===== config.mk =====
export PLATFORM = sky130hd
export DESIGN_NAME = stepper_waypoint_sequencer
export DESIGN_NICKNAME = d
export VERILOG_FILES = /design/src/design/swp_pkg.sv /design/src/design/stepper_waypoint_sequencer.sv
export SDC_FILE = /design/constraint.sdc
export NUM_CORES = 2
export LEC_CHECK = 0
export ABC_AREA = 0
export BUFFER_PORTS_ARGS = -buffer_cell sky130_fd_sc_hd__buf_2
export CAP_MARGIN = 20
export CORE_MARGIN = 3
export CORE_UTILIZATION = 55
export DETAILED_ROUTE_END_ITERATION = 8
export HOLD_SLACK_MARGIN = 0.02
export PLACE_DENSITY = 0.71
export SLEW_MARGIN = 30
export SYNTH_ARGS = -nofsm -noshare
export SYNTH_HDL_FRONTEND = slang
export SYNTH_SLANG_ARGS = --single-unit

===== constraint.sdc =====
create_clock -name clk -period 9 [get_ports clk]
set_input_delay 0 -clock clk [delete_from_list [all_inputs] [get_ports clk]]
set_output_delay 0 -clock clk [all_outputs]
set_load 0.05 [all_outputs]

===== src/design/swp_pkg.sv =====
`timescale 1ns / 1ps
// ----------------------------------------------------------------------------
// swp_pkg
// Shared types and constants of the stepper waypoint sequencer.
// ----------------------------------------------------------------------------
package swp_pkg;

	localparam int WAYPOINTS = 16;
	localparam int WP_AW     = $clog2(WAYPOINTS);

	localparam logic [14:0] DWELL_RATE  = 15'd1000;
	localparam logic [14:0] TRAVEL_RST  = 15'd1000;

	typedef enum logic [2:0] {
		CMD_WRITE  = 3'd0,
		CMD_START  = 3'd1,
		CMD_TICK   = 3'd2,
		CMD_PAUSE  = 3'd3,
		CMD_RESUME = 3'd4,
		CMD_STOP   = 3'd5,
		CMD_SKIP   = 3'd6,
		CMD_ZERO   = 3'd7
	} cmd_t;

	typedef enum logic [1:0] {
		RS_STOPPED = 2'd0,
		RS_RUN     = 2'd1,
		RS_PAUSED  = 2'd2,
		RS_DWELL   = 2'd3
	} run_state_t;

	typedef struct packed {
		logic [2:0]         command;
		logic [3:0]         waypoint_index;
		logic signed [31:0] target_position;
		logic [14:0]        target_rate;
		logic [15:0]        dwell_ticks;
		logic               waypoint_enable;
	} in_item_t;

	typedef struct packed {
		logic               step_pulse;
		logic               step_direction;
		logic [14:0]        step_rate;
		logic signed [31:0] current_position;
		logic [1:0]         run_state;
		logic [3:0]         active_waypoint;
	} out_item_t;

	typedef struct packed {
		logic signed [31:0] pos;
		logic [14:0]        rate;
		logic [15:0]        dwell;
	} wp_entry_t;

endpackage


===== src/design/stepper_waypoint_sequencer.sv =====
`timescale 1ns / 1ps
// ----------------------------------------------------------------------------
// stepper_waypoint_sequencer
// Waypoint table in a synchronous RAM; per-command sequencer with a scan
// counter over the enable bits and a radix-2 divider for the ramp increment.
// ----------------------------------------------------------------------------
// channel   dir  handshake               payload
// in        in   in_valid / in_stall     in_data  (in_item_t)
// out       out  out_valid / out_stall   out_data (out_item_t)
// cfg       in   cfg_we                  cfg_wdata (travel_rate)
//
// Write, pause, resume, stop, skip, zero and idle ticks go straight to the result.
// A step tick reads the table and checks the distance; each reached waypoint
// adds a scan over the enable bits, the table reads and the distance check,
// and the increment divider when it runs.
// Start adds a scan, the waypoint 0 write, the table reads and the divider.
// Reset clears flags, valid bits and enables; table entries read as zero.
// A result waiting on out_stall does not block acceptance of the next
// transaction; that one completes once the output register frees.
// ----------------------------------------------------------------------------
module stepper_waypoint_sequencer
	import swp_pkg::*;
(
	input  logic      clk,
	input  logic      arst_n,
	input  logic      in_valid,
	output logic      in_stall,
	input  in_item_t  in_data,
	output logic      out_valid,
	input  logic      out_stall,
	output out_item_t out_data,
	input  logic      cfg_we,
	input  logic [14:0] cfg_wdata
);

	typedef enum logic [3:0] {
		S_IDLE, S_SCAN, S_SRD, S_SWR, S_ACT_RD0, S_ACT_RD1, S_ACT_CALC,
		S_DIV, S_STEP_RD, S_STEP_CHK, S_DONE
	} state_t;

	state_t             st_q;
	logic [14:0]        travel_q;
	logic signed [31:0] pos_q;
	logic [WP_AW-1:0]   active_q;
	logic [WP_AW-1:0]   act_q;
	logic [WP_AW-1:0]   found_q;
	logic [WP_AW:0]     scan_q;
	logic [15:0]        dwell_q;
	logic [15:0]        inc_q;
	logic [14:0]        rate_q;
	logic               run_q;
	logic               pause_q;
	logic               org_q;
	logic               pulse_q;
	logic               dir_q;
	logic [WAYPOINTS-1:0] en_q;
	logic [WAYPOINTS-1:0] vld_q;
	wp_entry_t          act_ent_q;
	logic [14:0]        num_q;
	logic [14:0]        den_q;
	logic [15:0]        rem_q;
	logic [3:0]         cnt_q;
	logic               out_valid_q;
	out_item_t          out_data_q;

	wp_entry_t          mem [WAYPOINTS];
	wp_entry_t          rd_q;
	logic               rd_ok_q;
	logic [WP_AW-1:0]   rd_addr;
	logic               mem_we;
	logic [WP_AW-1:0]   mem_wa;
	wp_entry_t          mem_wd;

	wp_entry_t          ent;
	logic signed [31:0] dpos;
	logic signed [32:0] d33;
	logic [32:0]        ad;
	logic [14:0]        prev_rate;
	logic signed [15:0] f16;
	logic [14:0]        af;
	logic [15:0]        trial;
	logic               qbit;
	logic [14:0]        ramp_rate;
	logic [14:0]        rdiff;
	logic               out_free;
	logic               accept;
	logic [15:0]        dwell_dec;
	logic [1:0]         rs;

	assign accept   = in_valid && !in_stall;
	assign in_stall = (st_q != S_IDLE);
	assign out_free = !out_valid_q || !out_stall;

	always_comb begin
		unique case (st_q)
			S_SRD:     rd_addr = found_q;
			S_ACT_RD0: rd_addr = act_q;
			S_ACT_RD1: rd_addr = act_q - 1'b1;
			default:   rd_addr = active_q;
		endcase
	end

	always_comb begin
		mem_we = 1'b0;
		mem_wa = WP_AW'(in_data.waypoint_index);
		mem_wd = '{pos: in_data.target_position, rate: in_data.target_rate,
			dwell: in_data.dwell_ticks};
		if (st_q == S_IDLE) begin
			mem_we = accept && (in_data.command == CMD_WRITE)
				&& (int'(in_data.waypoint_index) < WAYPOINTS);
		end else if (st_q == S_SWR) begin
			mem_we = 1'b1;
			mem_wa = '0;
			mem_wd = '{pos: ent.pos, rate: travel_q, dwell: 16'd0};
		end
	end

	always_ff @(posedge clk) begin
		if (mem_we) begin
			mem[mem_wa] <= mem_wd;
		end
		rd_q <= mem[rd_addr];
	end

	assign ent       = rd_ok_q ? rd_q : '0;
	assign dpos      = (st_q == S_ACT_CALC) ? act_ent_q.pos : ent.pos;
	assign d33       = {dpos[31], dpos} - {pos_q[31], pos_q};
	assign ad        = d33[32] ? 33'(-d33) : 33'(d33);
	assign prev_rate = (act_q == '0) ? 15'd1 : ent.rate;
	assign f16       = signed'({1'b0, act_ent_q.rate}) - signed'({1'b0, prev_rate});
	assign af        = f16[15] ? 15'(-f16) : f16[14:0];
	assign trial     = {rem_q[14:0], num_q[14]};
	assign qbit      = (trial >= {1'b0, den_q});
	assign dwell_dec = dwell_q - 16'd1;

	always_comb begin
		ramp_rate = rate_q;
		rdiff     = '0;
		if (rate_q < ent.rate) begin
			rdiff     = ent.rate - rate_q;
			ramp_rate = ({1'b0, rdiff} > inc_q) ? 15'(rate_q + inc_q) : ent.rate;
		end else if (rate_q > ent.rate) begin
			rdiff     = rate_q - ent.rate;
			ramp_rate = ({1'b0, rdiff} > inc_q) ? 15'(rate_q - inc_q) : ent.rate;
		end
	end

	always_comb begin
		if (!run_q)           rs = RS_STOPPED;
		else if (pause_q)     rs = RS_PAUSED;
		else if (dwell_q != 0) rs = RS_DWELL;
		else                  rs = RS_RUN;
	end

	always_ff @(posedge clk or negedge arst_n) begin
		if (!arst_n) begin
			st_q        <= S_IDLE;
			travel_q    <= TRAVEL_RST;
			pos_q       <= '0;
			active_q    <= '0;
			act_q       <= '0;
			found_q     <= '0;
			scan_q      <= '0;
			dwell_q     <= '0;
			inc_q       <= '0;
			rate_q      <= '0;
			run_q       <= 1'b0;
			pause_q     <= 1'b0;
			org_q       <= 1'b0;
			pulse_q     <= 1'b0;
			dir_q       <= 1'b0;
			en_q        <= '0;
			vld_q       <= '0;
			rd_ok_q     <= 1'b0;
			cnt_q       <= '0;
			out_valid_q <= 1'b0;
		end else begin
			rd_ok_q <= vld_q[rd_addr];
			if (mem_we) begin
				vld_q[mem_wa] <= 1'b1;
			end
			if (cfg_we) begin
				travel_q <= cfg_wdata;
			end
			if (st_q == S_DONE && out_free) begin
				out_valid_q <= 1'b1;
			end else if (!out_stall) begin
				out_valid_q <= 1'b0;
			end
			unique case (st_q)
				S_IDLE: begin
					if (accept) begin
						pulse_q <= 1'b0;
						dir_q   <= 1'b0;
						unique case (cmd_t'(in_data.command))
							CMD_WRITE: begin
								if (mem_we) begin
									en_q[mem_wa] <= in_data.waypoint_enable;
								end
								st_q <= S_DONE;
							end
							CMD_START: begin
								active_q <= '0;
								org_q    <= 1'b0;
								scan_q   <= (WP_AW+1)'(1);
								st_q     <= S_SCAN;
							end
							CMD_TICK: begin
								if (run_q && !pause_q && dwell_q == 0) begin
									st_q <= S_STEP_RD;
								end else begin
									if (run_q && !pause_q) begin
										dwell_q <= dwell_dec;
										rate_q  <= (dwell_dec != 0) ? DWELL_RATE : 15'd1;
									end
									st_q <= S_DONE;
								end
							end
							CMD_PAUSE: begin
								pause_q <= 1'b1;
								st_q    <= S_DONE;
							end
							CMD_RESUME: begin
								pause_q <= 1'b0;
								st_q    <= S_DONE;
							end
							CMD_STOP: begin
								active_q <= '0;
								run_q    <= 1'b0;
								st_q     <= S_DONE;
							end
							CMD_SKIP: begin
								dwell_q <= '0;
								st_q    <= S_DONE;
							end
							default: begin
								pos_q <= '0;
								st_q  <= S_DONE;
							end
						endcase
					end
				end
				S_SCAN: begin
					if (int'(scan_q) >= WAYPOINTS) begin
						found_q <= '0;
						if (org_q) begin
							run_q <= 1'b0;
							st_q  <= S_DONE;
						end else begin
							st_q <= S_SRD;
						end
					end else if (en_q[scan_q[WP_AW-1:0]]) begin
						found_q <= scan_q[WP_AW-1:0];
						if (org_q) begin
							act_q    <= scan_q[WP_AW-1:0];
							active_q <= scan_q[WP_AW-1:0];
							st_q     <= S_ACT_RD0;
						end else begin
							st_q <= S_SRD;
						end
					end else begin
						scan_q <= scan_q + 1'b1;
					end
				end
				S_SRD: st_q <= S_SWR;
				S_SWR: begin
					en_q[0]  <= 1'b1;
					run_q    <= 1'b1;
					pause_q  <= 1'b0;
					act_q    <= '0;
					active_q <= '0;
					st_q     <= S_ACT_RD0;
				end
				S_ACT_RD0: st_q <= S_ACT_RD1;
				S_ACT_RD1: begin
					act_ent_q <= ent;
					st_q      <= S_ACT_CALC;
				end
				S_ACT_CALC: begin
					dwell_q <= act_ent_q.dwell;
					if ({18'd0, af} > ad) begin
						if (ad == '0) begin
							inc_q  <= {1'b0, af};
							rate_q <= act_ent_q.rate;
							st_q   <= (!org_q || act_ent_q.dwell != 0) ? S_DONE : S_STEP_RD;
						end else begin
							num_q <= af;
							den_q <= ad[14:0];
							rem_q <= '0;
							cnt_q <= '0;
							st_q  <= S_DIV;
						end
					end else begin
						inc_q <= 16'd1;
						st_q  <= (!org_q || act_ent_q.dwell != 0) ? S_DONE : S_STEP_RD;
					end
				end
				S_DIV: begin
					rem_q <= qbit ? 16'(trial - {1'b0, den_q}) : trial;
					num_q <= {num_q[13:0], qbit};
					cnt_q <= cnt_q + 1'b1;
					if (cnt_q == 4'd14) begin
						inc_q <= 16'({num_q[13:0], qbit}) + 16'd1;
						st_q  <= (!org_q || dwell_q != 0) ? S_DONE : S_STEP_RD;
					end
				end
				S_STEP_RD: begin
					org_q <= 1'b1;
					st_q  <= S_STEP_CHK;
				end
				S_STEP_CHK: begin
					if (d33 != '0) begin
						pulse_q <= 1'b1;
						dir_q   <= !d33[32];
						rate_q  <= ramp_rate;
						pos_q   <= d33[32] ? pos_q - 32'sd1 : pos_q + 32'sd1;
						st_q    <= S_DONE;
					end else begin
						scan_q <= {1'b0, active_q} + 1'b1;
						st_q   <= S_SCAN;
					end
				end
				S_DONE: begin
					if (out_free) begin
						out_data_q  <= '{step_pulse: pulse_q, step_direction: dir_q,
							step_rate: rate_q, current_position: pos_q, run_state: rs,
							active_waypoint: 4'(active_q)};
						st_q <= S_IDLE;
					end
				end
				default: st_q <= S_IDLE;
			endcase
		end
	end

	assign out_valid = out_valid_q;
	assign out_data  = out_data_q;

	a_out_from_done: assert property (@(posedge clk) disable iff (!arst_n)
		$rose(out_valid) |-> $past(st_q == S_DONE))
		else $error("result without completion");
	a_dir_needs_pulse: assert property (@(posedge clk) disable iff (!arst_n)
		out_valid && !out_data.step_pulse |-> !out_data.step_direction)
		else $error("direction set without step");
	a_div_bound: assert property (@(posedge clk) disable iff (!arst_n)
		st_q == S_DIV |-> cnt_q <= 4'd14)
		else $error("divider overran");
	a_running_after_start: assert property (@(posedge clk) disable iff (!arst_n)
		st_q == S_SWR |=> run_q && !pause_q)
		else $error("start did not arm sequence");

endmodule

* Word-level counts from Yosys, hierarchy flattened
Memories as Yosys holds them, arrays and structs flattened. A register that Yosys moved wholly into a read port is not among the register bits. Cells that the tools add are included.
Operators by class: add/subtract/negate cells 17, multiply operators 0, div/mod/pow operators 0, magnitude comparators 11, equality and inequality tests 47, shift-type cells 0, muxes and demuxes 112, bitwise logic cells 3, reduce and logical (&&, ||, !) cells 58
Operators by type and width (count):
- two-way mux 15 bit | 18
- two-way mux 63 bit | 3
- two-way mux 32 bit | 5
- two-way mux 16 bit | 6
- case mux 16 bit (2 select lines) | 3
- two-way mux 4 bit | 20
- case mux 32 bit (2 select lines) | 1
- case mux 15 bit (2 select lines) | 2
- subtractor 15 bit | 4
- nonzero test 16 bit | 3
- case mux 15 bit (3 select lines) | 1
- case mux 4 bit (11 select lines) | 1
- greater-than comparator 15 x 33 -> 1 bit | 1
- zero test 33 bit | 1
- two-way mux 33 bit | 1
- negator 33 bit | 1
- nonzero test 33 bit | 1
- subtractor 32 x 32 -> 33 bit | 1
- adder 32 x 2 -> 32 bit, second input constant | 1
- greater-than comparator 15 x 16 -> 1 bit | 2
- subtractor 32 x 2 -> 32 bit, second input constant | 1
- inequality test 2 bit, second input constant | 15
- AND reduction 4 bit | 7
- two-way mux 5 bit | 5
- other kinds (56) | 144
Word-level totals: register bits 321, latch bits 0, memory bits (writable) 1008, bits in read-only memories 0, input bits 91, output and inout port bits 57, logic and storage cells 283, memories kept 1
Memories:
- mem | words 16, bits a word 63, rd ports 1, clocked after Yosys merged registers in 1, wr ports 1, RTL line stepper_waypoint_sequencer.sv:66 | wp_entry_t mem [WAYPOINTS];

* Longest topological paths before layout
depth after elaboration 12, mapped depth 37, mapped depth without buffers 32

* Worst setup path before layout
OpenSTA, ideal clock, no wires.
path type register to register, start register st_q[1], end register num_q[0] (enable), setup time 0.390 ns, data arrival time 7.830 ns, required time 8.610 ns, slack 0.780 ns, stages on the path, launching flop included 33, buffers on the path 6, clock period less this slack 8.220 ns, cell sequence dfrtp_1 -> clkbuf_1 -> nand2b_1 -> nor3_1 -> clkbuf_1 -> clkbuf_1 -> clkbuf_1 -> nand2_1 -> o21ai_0 -> ha_1 -> nor2b_1 -> o31a_1 -> o21ai_4 -> o211ai_1 -> a21o_1 -> nand2_1 -> a311o_2 -> buf_6 -> clkbuf_1 -> o21ai_0 -> xor2_1 -> ha_1 -> o21a_1 -> o21ai_0 -> nand2b_1 -> a21oi_1 -> o311ai_0 -> o2111ai_1 -> a2111oi_4 -> nand4_4 -> nor2_4 -> a21o_1 -> and3_1
Between the ends: word-level cells in the longest chain between the ends 8, elaborated cells between the ends (all ways) 12, those cells by class 2 x add/sub; 1 x order compare; 4 x eq/ne; 2 x mux; 3 x reduce/logical
Ends and longest elaborated chain:
- start, declared | RTL line stepper_waypoint_sequencer.sv:41 | state_t st_q;
- start signal, assigned | RTL line stepper_waypoint_sequencer.sv:285 | st_q <= (!org_q || act_ent_q.dwell != 0) ? S_DONE : S_STEP_RD;
- start signal, assigned | RTL line stepper_waypoint_sequencer.sv:295 | st_q <= (!org_q || act_ent_q.dwell != 0) ? S_DONE : S_STEP_RD;
- start signal, assigned | RTL line stepper_waypoint_sequencer.sv:304 | st_q <= (!org_q || dwell_q != 0) ? S_DONE : S_STEP_RD;
- == test 4 x 3 -> 1 bit | RTL line stepper_waypoint_sequencer.sv:126, stepper_waypoint_sequencer.sv:190
- two-way mux 32 bit | RTL line stepper_waypoint_sequencer.sv:126 | assign dpos = (st_q == S_ACT_CALC) ? act_ent_q.pos : ent.pos;
- subtractor 32 x 32 -> 33 bit | RTL line stepper_waypoint_sequencer.sv:127 | assign d33 = {dpos[31], dpos} - {pos_q[31], pos_q};
- negator 33 bit | RTL line stepper_waypoint_sequencer.sv:128 | assign ad = d33[32] ? 33'(-d33) : 33'(d33);
- two-way mux 33 bit | RTL line stepper_waypoint_sequencer.sv:128
- greater-than comparator 15 x 33 -> 1 bit or zero test 33 bit (tied branches) | RTL line stepper_waypoint_sequencer.sv:281, stepper_waypoint_sequencer.sv:282
- inequality test 2 x 1 -> 1 bit (no source line) or inequality test 2 bit (tied branches)
- AND reduction 4 bit (no source line) (*)
- end signal, assigned | RTL line stepper_waypoint_sequencer.sv:300 | num_q <= {num_q[13:0], qbit};
- end, declared | RTL line stepper_waypoint_sequencer.sv:59 | logic [14:0] num_q;
Mark *: on every way between the ends. The rest lies on a longest branch, timed or not. A chain may end at the register's enable or synchronous reset.

* Worst setup path after layout
start register st_q[2], end register rem_q[10] (enable)
Between the ends: word-level cells in the longest chain between the ends 8, elaborated cells between the ends (all ways) 12, those cells by class 2 x add/sub; 1 x order compare; 4 x eq/ne; 2 x mux; 3 x reduce/logical
Ends and longest elaborated chain:
- == test 4 x 3 -> 1 bit | RTL line stepper_waypoint_sequencer.sv:126, stepper_waypoint_sequencer.sv:190
- two-way mux 32 bit | RTL line stepper_waypoint_sequencer.sv:126
- subtractor 32 x 32 -> 33 bit | RTL line stepper_waypoint_sequencer.sv:127
- negator 33 bit | RTL line stepper_waypoint_sequencer.sv:128
- two-way mux 33 bit | RTL line stepper_waypoint_sequencer.sv:128
- greater-than comparator 15 x 33 -> 1 bit or zero test 33 bit (tied branches) | RTL line stepper_waypoint_sequencer.sv:281, stepper_waypoint_sequencer.sv:282
- inequality test 2 x 1 -> 1 bit (no source line) or inequality test 2 bit (tied branches)
- AND reduction 4 bit (no source line) (*)
- end signal, assigned | RTL line stepper_waypoint_sequencer.sv:299 | rem_q <= qbit ? 16'(trial - {1'b0, den_q}) : trial;
- end, declared | RTL line stepper_waypoint_sequencer.sv:61 | logic [15:0] rem_q;
Marks and branches as above.

==> flow_summary.toml <==
[synth]
netlist_instances = 5561
synth-compound-area-share = 0.149
synth-edff-count = 1171
synth_simple_gate_area_share = 0.127
yosysWarnings = 0
synthXorXnorAreaFrac = 0.0199
ys_seq_area_frac = 0.617
syn-num-nets = 5864
synth_top_family_by_area = "compound AO/OA/AOI/OAI gates"
synth.avg_cell_area_sq_um = 11.8
synth_most_common_cell = "edfxtp_1"
async_flop_share = 0.114
synth_ff_type = "edfxtp_1"
synth_top_cell_area_share = 0.537
synthTopCellsByCount = "edfxtp_1 (1171), nand2_1 (866), a211oi_1 (339)"
synth_top_cell_by_area = "edfxtp_1"
ys_seq_elements = 1392
synth.area.top_cells = "edfxtp_1 (54%), dfrtp_1 (5.8%), nand2_1 (5.0%)"
synthesis.area_sq_um = 65500
synthMuxAreaShare = 0.0141
synth_cell_types = 120
synth_adder_area_share = 0.0414

[routing]
drc = 0
drt_iter0_markers = 4132
postRouteAntennaNets = 0
routed_wl_um = 168000
num_vias = 45338
wire_per_inst_um = 22.6
vias_per_cell = 6.12
drt_first_pass_iters = 6

[timing]
tightest_slew_ps = 1190
period_share = 0.909
setup_viol = 0
whs_ps = 59.2
setup_slack_ps = 815
max_freq_mhz = 122
final-hold-violation-count = 0
drv_slew = 0
fin_skew_ps = 44.6
max_slew_margin = 0.206
rsz0062_at_grt = "false"
setup_tns_ps = 0
period_needed_ps = 8180

[floorplan]
die_height_um = 351
io_pins = 148
fp-row-count = 125
dieArea_sq_um = 123000
die_x_um = 351
core_sq_um = 117000
start_util = 0.559

[clocking]
hold_buffers = 120
cts_tree = "yes"
cts.clk_slew.worst_paths_ps = 60
cts-buffers-inserted = 144
clockBufferDepth = 3
cts_resized = 0
post_cts_buffers = 0
root_buffer = "clkbuf_16"
htree_levels = 4
cts_sinks = 1392
clock_latency_ps = 770

[final_layout]
final_util = 0.633
drive_gt1_frac = 0.108
fin_nets = 6058
fin_area_sq_um = 74200
instances_no_fill = 7405
area_delta_synth_final_pct = 13.2

[power]
total_power_mw = 29.1
vdd_ir_drop_max_mv = 0.341
power_leakage_nw = 27.0
power_density_nw_per_um2 = 393

[setup_path]
critical_path.max_stage_delay_ps = 580
r2r_start = "st_q[2]"
path_max_fanout = 60
crit_path_start_kind = "register"
cpMaxStageDelayCell = "dfrtp_1"
arrival_ps = 8580
rrSetupSlack_ps = 820
required_ps = 9400
crit_top_cell = "o21a_1"
regToRegEndpoint = "rem_q[10]"
endpoint_kind = "register"
reg2reg_depth = 32
worst-setup-path-type = "register to register"

[placement]
numPortBuffers = 147
dp.cells = 7010
place_congestion = 0.923
place_area_sq_um = 68000
dp_hpwl_um = 97900
dpl_worst_slack_ps = 941

[min_path]
hold-path-endpoint = "mem[14][26]"
hp-class = "input pin to register"
hold_path_depth = 3
holdCritStartpoint = "in_data[27]"

[grt]
grt_pass1_wl_um = 254000
antenna_found_initial = 4
grt.overflow.total = 0
track_usage = 0.269
grt_start_max_net_pins = 208
first_global_vias = 43468

[run_status]
outcome = "finished clean"

[flow_run]
maxCapViolCount = 0
-- registers in the layout, indices dropped and copies added, names as in the netlist, 16 cells and up --
| register | flops |
|---|---|
| act_ent_q | 63 |
| dwell_q | 16 |
| en_q | 16 |
| inc_q | 16 |
| mem | 1008 |
| out_data | 55 |
| pos_q | 32 |
| rd_q | 63 |
| vld_q | 16 |
-- final cells by class --
class	count	area, sq um
diodes	5	12.5
clock buffers	193	3970
clock inverters	74	918
fillers	8793	43000
inverters	215	807
multi-input cells	3628	23200
flip-flops and latches	1392	40400
well taps	1524	1910
repair buffers	374	2930
-- cells by family (layout without fill, tap and decap cells) --
kind of cell	after synthesis	after routing
AO/OA/AOI/OAI	1441	1441
XOR/XNOR	147	147
adder cells (fa/ha/maj)	212	212
buffers and inverters	541	856
flip-flops	1392	1392
multiplexers	80	80
other	0	5
AND/OR/NAND/NOR	1748	1748
-- critical path, delay by kind of cell (launching register included) --
| kind | cells | cell delay [ps] |
|---|---|---|
| flops | 1 | 580 |
| compound gates | 15 | 3330 |
| simple gates | 9 | 1600 |
| fa+ha+maj | 2 | 750 |
| xor+xnor | 1 | 180 |
| buf+inv | 5 | 1320 |
-- layer usage --
metal | routed length, um | global-route usage | up-vias
li1 | - | - | 21020
met1 | 70900 | 0.374 | 22261
met4 | 5910 | 0.102 | 0
met3 | 12800 | 0.0462 | 326
met5 | 0 | 0 | -
met2 | 77900 | 0.429 | 1731
-- report_power, final --
group          total (mW)  internal (mW)  switching [mW]
Sequential           8.30           7.90           0.396
Clock                6.06           3.50            2.56
Combinational        14.8           5.21            9.56
-- how the worst max path moves through the flow --
stage	startpoint	endpoint	slack [ps]	cells past startpoint
after floorplan	st_q[1]	num_q[0]	780	32
after global placement	st_q[2]	rem_q[8]	1090	32
final	st_q[2]	rem_q[10]	820	32
after CTS	st_q[2]	rem_q[8]	860	32
after detailed placement	st_q[2]	rem_q[8]	940	32
after global routing	st_q[2]	rem_q[5]	230	32
-- layout by cell type, fill, tap and decap left out, types with 32 or more instances in the layout --
cell	instances
a311oi_1	132
a21oi_1	297
a31oi_1	156
dfrtp_1	151
mux2_2	32
nand3_1	43
buf_4	89
a211oi_1	339
edfxtp_1	1171
mux2i_1	39
xor2_1	56
buf_2	146
ha_1	204
clkbuf_16	147
nand2_1	866
dlygate4sd3_1	120
o21ai_0	214
inv_1	213
xnor2_1	89
dfxtp_1	63
nor3_1	44
and2_1	291
clkbuf_1	34
nor2_1	226
a21o_1	50
(Power assumes the default switching activity.)
